[src/hw/rtl/esc_pkg.sv]
// ----------------------------------------------------------------------------
// esc_pkg
// Shared constants, register indexes and helper functions for the
// environmental sensor compensation pipeline.
// ----------------------------------------------------------------------------
package esc_pkg;

    localparam int CFG_IDX_W = 3;

    typedef enum logic [CFG_IDX_W-1:0] {
        REG_TEMP_TRIM  = 3'd0,
        REG_PRES_LOW   = 3'd1,
        REG_PRES_HIGH  = 3'd2,
        REG_PRES_LAST  = 3'd3,
        REG_HUM_TRIM   = 3'd4
    } cfg_reg_t;

    localparam int IN_W  = 56;
    localparam int OUT_W = 56;

    // stage counts
    localparam int TF_LAT    = 5;
    localparam int TEMP_LAT  = 7;
    localparam int HUM_LAT   = 14;
    localparam int PRES_LAT  = 87;
    localparam int MUL_LAT   = 2;
    localparam int DIV_STEPS = 64;
    localparam int TOTAL_LAT = TF_LAT + PRES_LAT;

    localparam logic signed [31:0] TEMP_MIN  = -32'sd4000;
    localparam logic signed [31:0] TEMP_MAX  = 32'sd8500;
    localparam logic signed [31:0] HUM_E_MAX = 32'sd419430400;
    localparam logic [31:0]        PRES_MIN  = 32'd3000000;
    localparam logic [31:0]        PRES_MAX  = 32'd11000000;

    // signed divide by 2**k, truncating toward zero
    function automatic logic signed [31:0] sdiv32(input logic signed [31:0] x,
                                                  input int unsigned k);
        logic [31:0]        bias;
        logic signed [31:0] s;
        bias = x[31] ? ((32'd1 << k) - 32'd1) : 32'd0;
        s    = x + $signed(bias);
        return s >>> k;
    endfunction

    function automatic logic signed [63:0] sdiv64(input logic signed [63:0] x,
                                                  input int unsigned k);
        logic [63:0]        bias;
        logic signed [63:0] s;
        bias = x[63] ? ((64'd1 << k) - 64'd1) : 64'd0;
        s    = x + $signed(bias);
        return s >>> k;
    endfunction

    function automatic logic signed [63:0] sx16_64(input logic [15:0] v);
        return $signed({{48{v[15]}}, v});
    endfunction

endpackage

[src/hw/rtl/esc_temp.sv]
// ----------------------------------------------------------------------------
// esc_temp
// Temperature stages: fine temperature after five stages, result after seven.
// ----------------------------------------------------------------------------
module esc_temp import esc_pkg::*; (
    input  logic               aclk,
    input  logic               en,
    input  logic [19:0]        raw_temperature,
    input  logic [47:0]        temp_trim,
    output logic signed [31:0] tfine,
    output logic signed [14:0] temperature_centi
);
    logic signed [31:0] t1, t2, t3;
    logic signed [31:0] a1_reg, b1_reg, ma_reg, mb_reg, a3_reg, b3_reg;
    logic signed [31:0] a4_reg, mb2_reg, tf_reg, t6_reg;
    logic signed [31:0] tq;
    logic signed [14:0] temp_reg;

    assign t1 = $signed({16'd0, temp_trim[15:0]});
    assign t2 = $signed({{16{temp_trim[31]}}, temp_trim[31:16]});
    assign t3 = $signed({{16{temp_trim[47]}}, temp_trim[47:32]});
    assign tq = sdiv32(t6_reg, 8);

    always_ff @(posedge aclk) begin
        if (en) begin
            a1_reg  <= $signed({15'd0, raw_temperature[19:3]}) - (t1 <<< 1);
            b1_reg  <= $signed({16'd0, raw_temperature[19:4]}) - t1;
            ma_reg  <= a1_reg * t2;
            mb_reg  <= b1_reg * b1_reg;
            a3_reg  <= sdiv32(ma_reg, 11);
            b3_reg  <= sdiv32(mb_reg, 12);
            a4_reg  <= a3_reg;
            mb2_reg <= b3_reg * t3;
            tf_reg  <= a4_reg + sdiv32(mb2_reg, 14);
            t6_reg  <= (tf_reg <<< 2) + tf_reg + 32'sd128;
            if (tq < TEMP_MIN) begin
                temp_reg <= TEMP_MIN[14:0];
            end else if (tq > TEMP_MAX) begin
                temp_reg <= TEMP_MAX[14:0];
            end else begin
                temp_reg <= tq[14:0];
            end
        end
    end

    assign tfine             = tf_reg;
    assign temperature_centi = temp_reg;
endmodule

[config.mk]
export PLATFORM = sky130hd
export DESIGN_NAME = esc_temp
export DESIGN_NICKNAME = d
export VERILOG_FILES = /design/src/hw/rtl/esc_pkg.sv /design/src/hw/rtl/esc_temp.sv
export SDC_FILE = /design/constraint.sdc
export NUM_CORES = 2
export LEC_CHECK = 0
export BUFFER_PORTS_ARGS = -buffer_cell sky130_fd_sc_hd__buf_2
export CELL_PAD_IN_SITES_DETAIL_PLACEMENT = 1
export CELL_PAD_IN_SITES_GLOBAL_PLACEMENT = 2
export CORE_ASPECT_RATIO = 1.1
export CORE_UTILIZATION = 44
export CTS_BUF_LIST = sky130_fd_sc_hd__clkbuf_2 sky130_fd_sc_hd__clkbuf_4 sky130_fd_sc_hd__clkbuf_8
export DETAILED_ROUTE_END_ITERATION = 12
export PLACE_DENSITY = 0.83
export SYNTH_ARGS = -nofsm -noshare
export SYNTH_HDL_FRONTEND = slang
export SYNTH_SLANG_ARGS = --single-unit
[constraint.sdc]
create_clock -name aclk -period 8.4 [get_ports aclk]
set_clock_uncertainty 0.15 [all_clocks]
set_input_delay 1.68 -clock aclk [delete_from_list [all_inputs] [get_ports aclk]]
set_output_delay 1.68 -clock aclk [all_outputs]
set_load 0.1 [all_outputs]
==> flow_summary_export.csv <==
group,metric,value,unit
logic_synthesis,synth_top_area_share,0.382,
clock_tree,cts_tree,"done",
placed_design,dp_cells,5968,
sta,tightestPinTransition,1.10,ns
logic_synthesis,synthFlopType,"edfxtp_1",
logic_synthesis,synth_top_cell_by_area,"fa_1",
sta,relSlewSlack,0.270,
drt,vias,30600,
die,start_util,0.445,
drt,drtPass1Iterations,4,
sta,fmax,129,MHz
clock_tree,postCtsSetupBuffers,0,
drt,ant_nets,0,
global_route,grt_overflow_total,0,
clock_tree,cts-root-buf,"clkbuf_8",
logic_synthesis,ys_seq_elements,244,
cells_and_area,register_area,7330,um2
placed_design,place_ws,0.277,ns
clock_tree,cts_made_buffers,47,
cells_and_area,final_cell_area,48800,um2
clock_tree,clock_sinks,244,
global_route,grt_pass1_wl,183,mm
setup_path,worstPathArrival,8.00,ns
logic_synthesis,async_reset_ff_frac,0,
sta,drv_slew,0,
min_path,hold_depth,0,
min_path,min_from,"a3_reg[2]",
run,max_cap_viol_count,0,
sta,setup_viol,0,
logic_synthesis,synth.area.top_cells,"fa_1 38%, edfxtp_1 16%, ha_1 12%, inv_1 8.5%, and2_1 4.7%",
die,rows,123,
logic_synthesis,synth_edf_count,244,
clock_tree,cts_resized,0,
die,core_area,102000,um2
setup_path,cp-end-kind,"register",
sta,min_period_over_period,0.924,
setup_path,crit_type,"register to register",
logic_synthesis,ys.warnings.count,0,
cells_and_area,syn_to_final_growth,7.01,%
die,io_pins,117,
setup_path,crit_end,"mb_reg[31]",
cells_and_area,layout.nets,6012,
logic_synthesis,synth_nets,5935,
min_path,min_path_type,"register to register",
drt,vias_per_cell,5.05,
placed_design,place.gp.congestion,0.846,
global_route,grt_max_degree,184,
logic_synthesis,yosysMostFrequentCell,"inv_1",
sta,fin_setup_tns,0,ns
sta,hold_violations,0,
drt,wire_per_inst,18.4,um
clock_tree,clk_pin_slew,0.06,ns
die,die_h,340,um
global_route,grt.total_usage,0.221,
drt,wirelength,112,mm
logic_synthesis,avgSynthCellArea,9.99,um2
global_route,antenna_found_initial,4,
sta,rsz0062_at_grt,"false",
clock_tree,clk_latency,0.69,ns
setup_path,critPathMaxFanout,11,
outcome,status,"completed",
die,die_w,309,um
die,dieArea,105000,um2
logic_synthesis,synth_common_cells,"1035 x inv_1, 870 x fa_1, 467 x nand2_1",
sta,period_minus_slack,7.76,ns
cells_and_area,final-instance-count-excl-fill,6051,
placed_design,io_buffers,113,
logic_synthesis,syn_area,45600,um2
setup_path,regToRegSetupSlack,0.64,ns
placed_design,hpwl,93.7,mm
logic_synthesis,synthCells,4565,
setup_path,critPathLaunchType,"register",
logic_synthesis,synth_seq_area_share,0.161,
cells_and_area,multiInputGateArea,33800,um2
placed_design,placed_area,47800,um2
cells_and_area,drive_above_1_share,0.0663,
setup_path,worstPathRequired,8.64,ns
logic_synthesis,synth_cell_types,88,
drt,drt_iter0_drc,1059,
drt,drc,0,
setup_path,worstRegToRegCells,25,
setup_path,crit_start,"a1_reg[1]",
cells_and_area,nFillCells,11600,
clock_tree,htreeDepth,2,
sta,fin_ws,0.642,ns
clock_tree,clock_path_buffers,3,
clock_tree,ctsHoldBuffers,0,
global_route,first_global_vias,35100,
setup_path,r2r-start,"a1_reg[1]",
setup_path,r2r-end,"mb_reg[31]",
layer usage:
metal | share of wire | vias up | global-route usage
met5 | 0.000081 | - | 0
met4 | 0.026 | 2 | 0.0593
met3 | 0.023 | 122 | 0.0179
met2 | 0.53 | 373 | 0.410
met1 | 0.42 | 15900 | 0.274
li1 | - | 14200 | -
worst min-delay path by stage:
stage | endpoint | slack, ns
after floorplan | a4_reg[0] | 0.25
after global placement | a4_reg[19] | 0.25
after detailed placement | a4_reg[11] | 0.26
after CTS | a4_reg[2] | 0.23
after global routing | a4_reg[2] | 0.25
final | a4_reg[2] | 0.26
cell type report:
type                            instances  area share
Antenna cell                            1   0.0000513
Clock buffer                           56      0.0146
Clock inverter                         26     0.00561
Inverter                             1035      0.0796
Multi-Input combinational cell       3131       0.691
Sequential cell                       244       0.150
Tap cell                             1375      0.0352
Timing Repair Buffer                  183      0.0233
placed cells by master (no fill, tap or decap), drive strengths merged, types with 7 or more instances in the layout:
cell type | synthesis | layout
nor2 | 112 | 112
buf | 20 | 183
nand2 | 467 | 467
fa | 870 | 870
nand3 | 38 | 38
o21ai | 69 | 69
or2 | 10 | 10
o31ai | 8 | 8
a31oi | 17 | 17
a211oi | 29 | 29
o21bai | 23 | 23
ha | 430 | 430
xnor2 | 201 | 201
or3 | 7 | 7
nand2b | 39 | 39
xor2 | 76 | 76
nor2b | 19 | 19
a31o | 8 | 8
o211ai | 10 | 10
nor3 | 25 | 25
and4 | 9 | 9
inv | 1035 | 1038
a21o | 52 | 52
o21a | 24 | 24
clkbuf | 133 | 56
clkinv | 0 | 18
nand4 | 20 | 20
edfxtp | 244 | 244
and2 | 342 | 342
a211o | 7 | 7
and3 | 30 | 30
a21oi | 114 | 114
nor4 | 10 | 10
worst max-delay path, cell delays in order, from the launching register on:
cell      delay [ns]
edfxtp_1        0.45
buf_4           0.23
nor2b_1         0.10
o21ai_0         0.51
inv_1           0.41
ha_1            0.31
nor2_1          0.27
inv_1           0.16
fa_1            0.50
inv_1           0.05
fa_1            0.48
inv_1           0.05
ha_1            0.18
fa_1            0.46
fa_1            0.46
fa_1            0.54
fa_1            0.41
ha_1            0.37
nand2_1         0.09
nor2_1          0.20
nand2_1         0.07
o21ai_0         0.31
a21oi_1         0.16
a31oi_1         0.30
a31oi_1         0.14
xnor2_1         0.13
cell families after synthesis:
| family | count (synthesis) | synth area share |
|---|---|---|
| compound gates | 409 | 0.0619 |
| xor+xnor | 277 | 0.0532 |
| fa+ha+maj | 1300 | 0.500 |
| buf+inv | 1190 | 0.0995 |
| flops | 244 | 0.161 |
| mux | 5 | 0.00115 |
| simple gates | 1140 | 0.124 |
per-stage QoR:
stage	utilization	hold WS [ns]
2_1_floorplan	-	0.250
3_3_place_gp	0.467	0.251
3_5_place_dp	0.467	0.256
4_1_cts	0.476	0.233
5_1_grt	0.476	0.245
6_report	0.476	0.258
Power is left out: the tool's default activity adds up to more than one toggle a clock period on the data nets, which glitch-free logic cannot reach.
